### config.mk
export PLATFORM = sky130hd
export DESIGN_NAME = utf8_xml_char_validator
export DESIGN_NICKNAME = d
export VERILOG_FILES = /design/src/rtl/u8xv_pkg.sv /design/src/rtl/utf8_xml_char_validator.sv
export SDC_FILE = /design/constraint.sdc
export NUM_CORES = 1
export LEC_CHECK = 0
export ABC_AREA = 1
export BUFFER_PORTS_ARGS = -buffer_cell sky130_fd_sc_hd__clkbuf_2
export CAP_MARGIN = 30
export CORE_UTILIZATION = 59
export CTS_BUF_LIST = sky130_fd_sc_hd__clkbuf_4
export DETAILED_ROUTE_END_ITERATION = 10
export PLACE_DENSITY_LB_ADDON = 0.25
export SLEW_MARGIN = 20
export SYNTH_ARGS = -nofsm -noshare
export SYNTH_HDL_FRONTEND = slang
export SYNTH_SLANG_ARGS = --single-unit
### constraint.sdc
create_clock -name i_clk -period 2.8 [get_ports i_clk]
set_input_delay 0.56 -clock i_clk [delete_from_list [all_inputs] [get_ports i_clk]]
set_output_delay 0.56 -clock i_clk [all_outputs]
set_load 0.03 [all_outputs]
### src/rtl/u8xv_pkg.sv
// Package for the UTF-8 XML character validator.
// Holds the decoding constants, verdict codes and the XML character check.
// No dependencies.
`default_nettype none

package u8xv_pkg;

    localparam int unsigned CP_W = 21;

    typedef logic [CP_W-1:0] t_scalar;

    typedef enum logic [1:0] {
        VERDICT_OPEN   = 2'd0,
        VERDICT_VALID  = 2'd1,
        VERDICT_REJECT = 2'd2
    } t_verdict;

    localparam t_scalar CP_TAB        = 21'h00009;
    localparam t_scalar CP_LF         = 21'h0000A;
    localparam t_scalar CP_CR         = 21'h0000D;
    localparam t_scalar CP_SPACE      = 21'h00020;
    localparam t_scalar CP_BMP_LO_END = 21'h0D7FF;
    localparam t_scalar CP_BMP_HI     = 21'h0E000;
    localparam t_scalar CP_BMP_HI_END = 21'h0FFFD;
    localparam t_scalar CP_SUPP       = 21'h10000;
    localparam t_scalar CP_MAX        = 21'h10FFFF;
    localparam t_scalar MIN_LEN2      = 21'h00080;
    localparam t_scalar MIN_LEN3      = 21'h00800;
    localparam t_scalar MIN_LEN4      = 21'h10000;

    localparam logic [7:0] MASK_CONT  = 8'hC0;
    localparam logic [7:0] PAT_CONT   = 8'h80;
    localparam logic [7:0] MASK_LEAD2 = 8'hE0;
    localparam logic [7:0] PAT_LEAD2  = 8'hC0;
    localparam logic [7:0] MASK_LEAD3 = 8'hF0;
    localparam logic [7:0] PAT_LEAD3  = 8'hE0;
    localparam logic [7:0] MASK_LEAD4 = 8'hF8;
    localparam logic [7:0] PAT_LEAD4  = 8'hF0;
    localparam logic [7:0] MASK_BITS  = 8'h3F;

    function automatic logic xml_char_ok(input t_scalar cp);
        return (cp == CP_TAB) || (cp == CP_LF) || (cp == CP_CR) ||
               (cp >= CP_SPACE && cp <= CP_BMP_LO_END) ||
               (cp >= CP_BMP_HI && cp <= CP_BMP_HI_END) ||
               (cp >= CP_SUPP && cp <= CP_MAX);
    endfunction

    function automatic t_scalar min_for_length(input logic [1:0] len);
        t_scalar m;
        unique case (len)
            2'd1:    m = MIN_LEN2;
            2'd2:    m = MIN_LEN3;
            default: m = MIN_LEN4;
        endcase
        return m;
    endfunction

endpackage

`default_nettype wire

### src/rtl/utf8_xml_char_validator.sv
// Top level of the UTF-8 XML character validator.
// Decodes one byte per item and checks each completed character; uses u8xv_pkg.
//
// Channel  Direction  Handshake            Payload
// input    in         i_valid / o_ready    i_data_byte, i_last_byte
// result   out        o_valid / i_ready    o_char_done, o_scalar, o_verdict,
//                                          o_error_seen
//
// Every accepted byte produces exactly one result item, presented in the cycle after acceptance.
// The decoder state and the result register update in the cycle of acceptance,
// so a new byte can be taken every cycle unless a held result is not being taken.
// o_ready is high whenever the result register is empty or is being taken.
// Reset is synchronous and active low; it clears the decoder state and o_valid.
`default_nettype none

module utf8_xml_char_validator
    import u8xv_pkg::*;
(
    input  wire logic              i_clk,
    input  wire logic              i_rst_n,
    input  wire logic              i_valid,
    output logic                   o_ready,
    input  wire logic [7:0]        i_data_byte,
    input  wire logic              i_last_byte,
    output logic                   o_valid,
    input  wire logic              i_ready,
    output logic                   o_char_done,
    output logic [CP_W-1:0]        o_scalar,
    output logic [1:0]             o_verdict,
    output logic                   o_error_seen
);

    t_scalar     r_partial;
    logic [1:0]  r_bytes_pending;
    logic [1:0]  r_seq_len;
    logic        r_error_flag;

    t_scalar     n_partial;
    logic [1:0]  n_bytes_pending;
    logic [1:0]  n_seq_len;
    logic        n_error_flag;

    logic        r_out_valid;
    logic        r_char_done;
    t_scalar     r_scalar;
    t_verdict    r_verdict;
    logic        r_error_seen;

    logic        n_char_done;
    t_scalar     n_scalar;
    t_verdict    n_verdict;

    logic        accept;
    t_scalar     shifted;

    assign o_ready = !r_out_valid || i_ready;
    assign accept  = i_valid && o_ready;
    assign shifted = {r_partial[CP_W-7:0], i_data_byte[5:0] & MASK_BITS[5:0]};

    always_comb begin
        n_partial       = r_partial;
        n_bytes_pending = r_bytes_pending;
        n_seq_len       = r_seq_len;
        n_error_flag    = r_error_flag;
        n_char_done     = 1'b0;
        n_scalar        = '0;
        n_verdict       = VERDICT_OPEN;

        if (!r_error_flag) begin
            if (r_bytes_pending == 2'd0) begin
                priority if (!i_data_byte[7]) begin
                    if (xml_char_ok({13'd0, i_data_byte})) begin
                        n_char_done = 1'b1;
                        n_scalar    = {13'd0, i_data_byte};
                    end else begin
                        n_error_flag = 1'b1;
                    end
                end else if ((i_data_byte & MASK_LEAD2) == PAT_LEAD2) begin
                    n_partial       = {16'd0, i_data_byte[4:0]};
                    n_bytes_pending = 2'd1;
                    n_seq_len       = 2'd1;
                end else if ((i_data_byte & MASK_LEAD3) == PAT_LEAD3) begin
                    n_partial       = {17'd0, i_data_byte[3:0]};
                    n_bytes_pending = 2'd2;
                    n_seq_len       = 2'd2;
                end else if ((i_data_byte & MASK_LEAD4) == PAT_LEAD4) begin
                    n_partial       = {18'd0, i_data_byte[2:0]};
                    n_bytes_pending = 2'd3;
                    n_seq_len       = 2'd3;
                end else begin
                    n_error_flag = 1'b1;
                end
            end else if ((i_data_byte & MASK_CONT) != PAT_CONT) begin
                n_error_flag = 1'b1;
            end else begin
                n_partial       = shifted;
                n_bytes_pending = r_bytes_pending - 2'd1;
                if (r_bytes_pending == 2'd1) begin
                    if (shifted >= min_for_length(r_seq_len) && xml_char_ok(shifted)) begin
                        n_char_done = 1'b1;
                        n_scalar    = shifted;
                    end else begin
                        n_error_flag = 1'b1;
                    end
                end
            end
        end

        if (n_error_flag || n_char_done) begin
            n_partial       = '0;
            n_bytes_pending = 2'd0;
            n_seq_len       = 2'd0;
        end

        if (i_last_byte) begin
            if (n_bytes_pending != 2'd0) begin
                n_error_flag = 1'b1;
            end
            n_verdict = n_error_flag ? VERDICT_REJECT : VERDICT_VALID;
        end
    end

    always_ff @(posedge i_clk) begin
        if (!i_rst_n) begin
            r_partial       <= '0;
            r_bytes_pending <= 2'd0;
            r_seq_len       <= 2'd0;
            r_error_flag    <= 1'b0;
            r_out_valid     <= 1'b0;
        end else begin
            if (accept) begin
                if (i_last_byte) begin
                    r_partial       <= '0;
                    r_bytes_pending <= 2'd0;
                    r_seq_len       <= 2'd0;
                    r_error_flag    <= 1'b0;
                end else begin
                    r_partial       <= n_partial;
                    r_bytes_pending <= n_bytes_pending;
                    r_seq_len       <= n_seq_len;
                    r_error_flag    <= n_error_flag;
                end
            end
            r_out_valid <= accept || (r_out_valid && !i_ready);
        end
    end

    always_ff @(posedge i_clk) begin
        if (accept) begin
            r_char_done  <= n_char_done;
            r_scalar     <= n_scalar;
            r_verdict    <= n_verdict;
            r_error_seen <= n_error_flag;
        end
    end

    assign o_valid      = r_out_valid;
    assign o_char_done  = r_char_done;
    assign o_scalar     = r_scalar;
    assign o_verdict    = r_verdict;
    assign o_error_seen = r_error_seen;

    a_done_no_error: assert property (@(posedge i_clk) disable iff (!i_rst_n)
        (o_valid && o_char_done) |-> !o_error_seen)
        else $error("character emitted together with an error");

    a_verdict_matches: assert property (@(posedge i_clk) disable iff (!i_rst_n)
        (o_valid && o_verdict != VERDICT_OPEN) |->
            (o_error_seen == (o_verdict == VERDICT_REJECT)))
        else $error("verdict disagrees with the error flag");

    a_idle_cp_zero: assert property (@(posedge i_clk) disable iff (!i_rst_n)
        (o_valid && !o_char_done) |-> (o_scalar == '0))
        else $error("scalar value nonzero without a character");

    a_pending_no_error: assert property (@(posedge i_clk) disable iff (!i_rst_n)
        (r_bytes_pending != 2'd0) |-> (!r_error_flag && r_bytes_pending <= r_seq_len))
        else $error("sequence state inconsistent");

    a_last_clears: assert property (@(posedge i_clk) disable iff (!i_rst_n)
        (accept && i_last_byte) |=> (r_bytes_pending == 2'd0 && !r_error_flag))
        else $error("state not cleared after the last byte");

endmodule

`default_nettype wire
==> impl_metrics.prom <==
# TYPE chip_impl_metric gauge
chip_impl_metric{name="finalHoldViolCount",unit=""} 0
chip_impl_metric{name="required",unit="ns"} 2.93
chip_impl_metric{name="crit_fanout",unit=""} 6
chip_impl_metric{name="design.final.nets",unit=""} 412
chip_impl_metric{name="edff_count_synth",unit=""} 25
chip_impl_metric{name="critPathArrivalTime",unit="ns"} 2.73
chip_impl_metric{name="fillerInstances",unit=""} 355
chip_impl_metric{name="met3RoutedLength",unit="um"} 325
chip_impl_metric{name="firstDrtPassIters",unit=""} 4
chip_impl_info{name="clockRootBuffer",value="sky130_fd_sc_hd__clkbuf_4"} 1
chip_impl_metric{name="routed_wirelength",unit="um"} 5880
chip_impl_metric{name="synth_seq_cells",unit=""} 46
chip_impl_metric{name="post_route_cells_drive_above_1_share",unit="%"} 21.4
chip_impl_metric{name="synth_cells",unit=""} 350
chip_impl_metric{name="vias_per_cell",unit=""} 5.42
chip_impl_metric{name="rows",unit=""} 24
chip_impl_metric{name="rrSetupSlack",unit="ns"} 0.20
chip_impl_metric{name="fmax",unit="GHz"} 0.385
chip_impl_metric{name="drcViolationCount",unit=""} 0
chip_impl_info{name="topRoutingLayerUsed",value="met4"} 1
chip_impl_metric{name="totalNegativeSetupSlack",unit="ns"} 0
chip_impl_metric{name="synth_seq_area_share",unit="%"} 43.9
chip_impl_metric{name="clkTransAtPathRegs",unit="ns"} 0.14
chip_impl_metric{name="cts_made_buffers",unit=""} 5
chip_impl_metric{name="cts_buffer_depth",unit=""} 2
chip_impl_metric{name="floorplan.io_pins",unit=""} 40
chip_impl_metric{name="antenna_found_initial",unit=""} 0
chip_impl_metric{name="portBuffers",unit=""} 39
chip_impl_metric{name="routedLengthMet1",unit="um"} 2730
chip_impl_metric{name="setup_viol",unit=""} 0
chip_impl_metric{name="register_area",unit="um2"} 1170
chip_impl_metric{name="synth.avg_cell_area",unit="um2"} 7.62
chip_impl_metric{name="routedWlPerCell",unit="um"} 13.2
chip_impl_info{name="most_frequent_standard_cell_in_the_layout_excluding_fill_and_tap_cells",value="sky130_fd_sc_hd__nor2_1"} 1
chip_impl_info{name="holdCritPathClass",value="in -> reg"} 1
chip_impl_info{name="timing.hold.worst_endpoint",value="o_valid$_SDFF_PN0_"} 1
chip_impl_metric{name="power.density_cell_area",unit="nW/um2"} 454
chip_impl_info{name="clock_tree_from_tritoncts",value="built"} 1
chip_impl_metric{name="finalPower",unit="W"} 0.00136
chip_impl_metric{name="timing.final.crit_share",unit="%"} 92.8
chip_impl_metric{name="worst_r2r_path_depth",unit=""} 16
chip_impl_info{name="rr_endpoint",value="o_verdict[0]$_SDFFCE_PN0P_"} 1
chip_impl_metric{name="initial_core_util",unit="%"} 61.3
chip_impl_metric{name="final.min_clock_period",unit="ns"} 2.60
chip_impl_metric{name="die-width",unit="um"} 69.2
chip_impl_metric{name="max_slew_margin",unit="%"} 68.0
chip_impl_metric{name="areaGrowthSynthToFinish",unit="%"} 12.4
chip_impl_metric{name="synth.lib_cells_used.distinct",unit=""} 38
chip_impl_info{name="rsz0062_at_grt",value="false"} 1
chip_impl_metric{name="instances_no_fill",unit=""} 445
chip_impl_metric{name="die_height",unit="um"} 69.2
chip_impl_info{name="worstSetupEndpointType",value="flop"} 1
chip_impl_metric{name="synthesis_warning_total",unit=""} 0
chip_impl_info{name="yosys_most_used_dff",value="sky130_fd_sc_hd__edfxtp_1"} 1
chip_impl_metric{name="tightestPinTransition",unit="ns"} 0.477
chip_impl_metric{name="place_ws",unit="ns"} 0.188
chip_impl_metric{name="postCtsHoldBufs",unit=""} 0
chip_impl_info{name="worstReg2RegStart",value="r_seq_len[0]$_SDFFE_PN0P_"} 1
chip_impl_metric{name="number_of_max_cap_violations",unit=""} 0
chip_impl_metric{name="asyncSetResetFlopFracSynth",unit="%"} 0
chip_impl_metric{name="post_synthesis_cell_area",unit="um2"} 2670
chip_impl_metric{name="drt_iter0_markers",unit=""} 199
chip_impl_metric{name="worst_ir_drop_vdd",unit="uV"} 284
chip_impl_metric{name="place.detailed.instances",unit=""} 434
chip_impl_metric{name="route.antenna.remaining_nets",unit=""} 0
chip_impl_metric{name="min_path_cells",unit=""} 3
chip_impl_metric{name="die_area",unit="um2"} 4790
chip_impl_metric{name="cts_num_sinks",unit=""} 46
chip_impl_metric{name="clk_latency",unit="ns"} 0.37
chip_impl_metric{name="grt_usage",unit="%"} 26.2
chip_impl_metric{name="core_region_area",unit="um2"} 4350
chip_impl_info{name="outcome",value="finished, final reports clean"} 1
chip_impl_metric{name="grt_pass1_vias",unit=""} 2200
chip_impl_metric{name="grt_start_max_net_pins",unit=""} 46
chip_impl_info{name="crit_path_start_kind",value="flop"} 1
chip_impl_info{name="min-delay-start",value="i_valid"} 1
chip_impl_metric{name="grt_pass1_wl",unit="um"} 10000
chip_impl_metric{name="grt_overflow_total",unit=""} 0
chip_impl_metric{name="p_leak",unit="nW"} 1.30
chip_impl_metric{name="multiInputGateArea",unit="um2"} 1230
chip_impl_metric{name="worst_hold_slack",unit="ns"} 0.411
chip_impl_metric{name="timing.final.ws_setup",unit="ns"} 0.202
chip_impl_info{name="final_cell_mix",value="sky130_fd_sc_hd__nor2_1 (65), sky130_fd_sc_hd__nand2_1 (61), sky130_fd_sc_hd__inv_1 (43), sky130_fd_sc_hd__clkbuf_2 (39), sky130_fd_sc_hd__edfxtp_1 (25)"} 1
chip_impl_info{name="worst-setup-path-type",value="reg -> reg"} 1
chip_impl_metric{name="worst_clock_skew",unit="ns"} 0.0132
chip_impl_metric{name="cts_max_level",unit=""} 2
chip_impl_metric{name="finalMaxSlewViolations",unit=""} 0
chip_impl_metric{name="num_vias",unit=""} 2411
chip_impl_metric{name="dp_hpwl",unit="um"} 4240
chip_impl_metric{name="mappedNetlistNets",unit=""} 370
chip_impl_metric{name="globalplace.congestion",unit=""} 0.900
chip_impl_metric{name="met2_wirelength",unit="um"} 2720
chip_impl_metric{name="antenna_cells",unit=""} 0
Yosys cell counts (3+ instances only):
library cell | count | area [um2]
sky130_fd_sc_hd__inv_1 | 43 | 161
sky130_fd_sc_hd__edfxtp_1 | 25 | 751
sky130_fd_sc_hd__a21oi_1 | 23 | 115
sky130_fd_sc_hd__o21ai_0 | 5 | 25.0
sky130_fd_sc_hd__ha_1 | 7 | 87.6
sky130_fd_sc_hd__nor2_4 | 3 | 33.8
sky130_fd_sc_hd__dfxtp_1 | 21 | 420
sky130_fd_sc_hd__nor2_2 | 4 | 25.0
sky130_fd_sc_hd__nand4_1 | 19 | 119
sky130_fd_sc_hd__nor3_1 | 5 | 25.0
sky130_fd_sc_hd__nor2_1 | 65 | 244
sky130_fd_sc_hd__clkbuf_1 | 5 | 18.8
sky130_fd_sc_hd__buf_2 | 3 | 15.0
sky130_fd_sc_hd__nand3_1 | 21 | 105
sky130_fd_sc_hd__nand2_1 | 61 | 229
sky130_fd_sc_hd__nand2_2 | 5 | 31.3
sky130_fd_sc_hd__inv_2 | 8 | 30.0
sequential cells by signal, indices dropped and copies added (netlist names):
name	cells
r_partial	15
r_seq_len	2
r_error_flag	1
o_scalar	21
o_verdict	2
o_valid	1
r_bytes_pending	2
o_error_seen	1
o_char_done	1
cell families (layout without fill, tap and decap cells):
group | Yosys count | count (layout) | share of synthesized area [%]
and+or+nand+nor | 192 | 192 | 34.3
buffers and inverters | 65 | 108 | 9.85
DFF | 46 | 46 | 43.9
AOI/OAI and AO/OA | 40 | 40 | 8.63
adders and majority gates | 7 | 7 | 3.28
stage by stage:
| step | util [%] | instance area [um2] |
|---|---|---|
| floorplan | - | 2670 |
| detailed placement | 67.0 | 2920 |
| CTS | 68.3 | 2980 |
| finish | 68.9 | 3000 |
| global placement | 67.0 | 2920 |
| global route | 68.9 | 3000 |
repair_timing:
item | CTS | global route
setup endpoints to repair | 0 | 12
resized for setup | 0 | 0
hold endpoints to repair | 0 | 0
setup buffers | 0 | 3
power by group:
group,internal [W],switching (W),leakage (nW)
clock network,0.0000991,0.000230,0.0355
registers,0.000743,0.0000151,0.422
logic,0.0000849,0.000189,0.843
total,0.000927,0.000434,1.30
worst max path at each step:
stage / depth (start not counted) / start / slack [ns] / end
after floorplan: 5 / i_ready / 0.32 / o_char_done$_DFFE_PP_
after global placement: 15 / r_seq_len[0]$_SDFFE_PN0P_ / 0.34 / r_partial[11]$_SDFFE_PN0P_
after detailed placement: 15 / r_seq_len[0]$_SDFFE_PN0P_ / 0.19 / r_partial[9]$_SDFFE_PN0P_
after CTS: 15 / r_seq_len[0]$_SDFFE_PN0P_ / 0.15 / r_partial[9]$_SDFFE_PN0P_
after global routing: 15 / r_seq_len[0]$_SDFFE_PN0P_ / 0.02 / r_partial[7]$_SDFFE_PN0P_
final: 16 / r_seq_len[0]$_SDFFE_PN0P_ / 0.20 / o_verdict[0]$_SDFFCE_PN0P_
per-layer routing:
layer,GRT usage [%],vias to the layer above
met3,5.96,10
met5,0,-
met1,35.0,1083
li1,-,1237
met4,11.8,0
met2,40.7,81
worst max-delay path, stage by stage (launching register included):
cell,delay [ns]
sky130_fd_sc_hd__dfxtp_1,0.39
sky130_fd_sc_hd__inv_1,0.06
sky130_fd_sc_hd__ha_1,0.27
sky130_fd_sc_hd__inv_1,0.04
sky130_fd_sc_hd__ha_1,0.28
sky130_fd_sc_hd__inv_1,0.06
sky130_fd_sc_hd__nor4_2,0.29
sky130_fd_sc_hd__nand3_1,0.13
sky130_fd_sc_hd__nand3_2,0.13
sky130_fd_sc_hd__nand2_1,0.09
sky130_fd_sc_hd__nand2_1,0.08
sky130_fd_sc_hd__nand2_2,0.07
sky130_fd_sc_hd__nor2_4,0.15
sky130_fd_sc_hd__buf_4,0.14
sky130_fd_sc_hd__o21ai_2,0.06
sky130_fd_sc_hd__nand2_1,0.06
sky130_fd_sc_hd__nor2_1,0.04
area by class of cell:
class                   instances  area share, %
clock inverters                 3          0.668
flip-flops and latches         46           39.1
clock buffers                   5           1.25
inverters                      52           6.51
repair buffers                 48           9.18
multi-input cells             239           41.2
well taps                      52           2.17
Note: power is estimated with default switching activity, not from simulation.
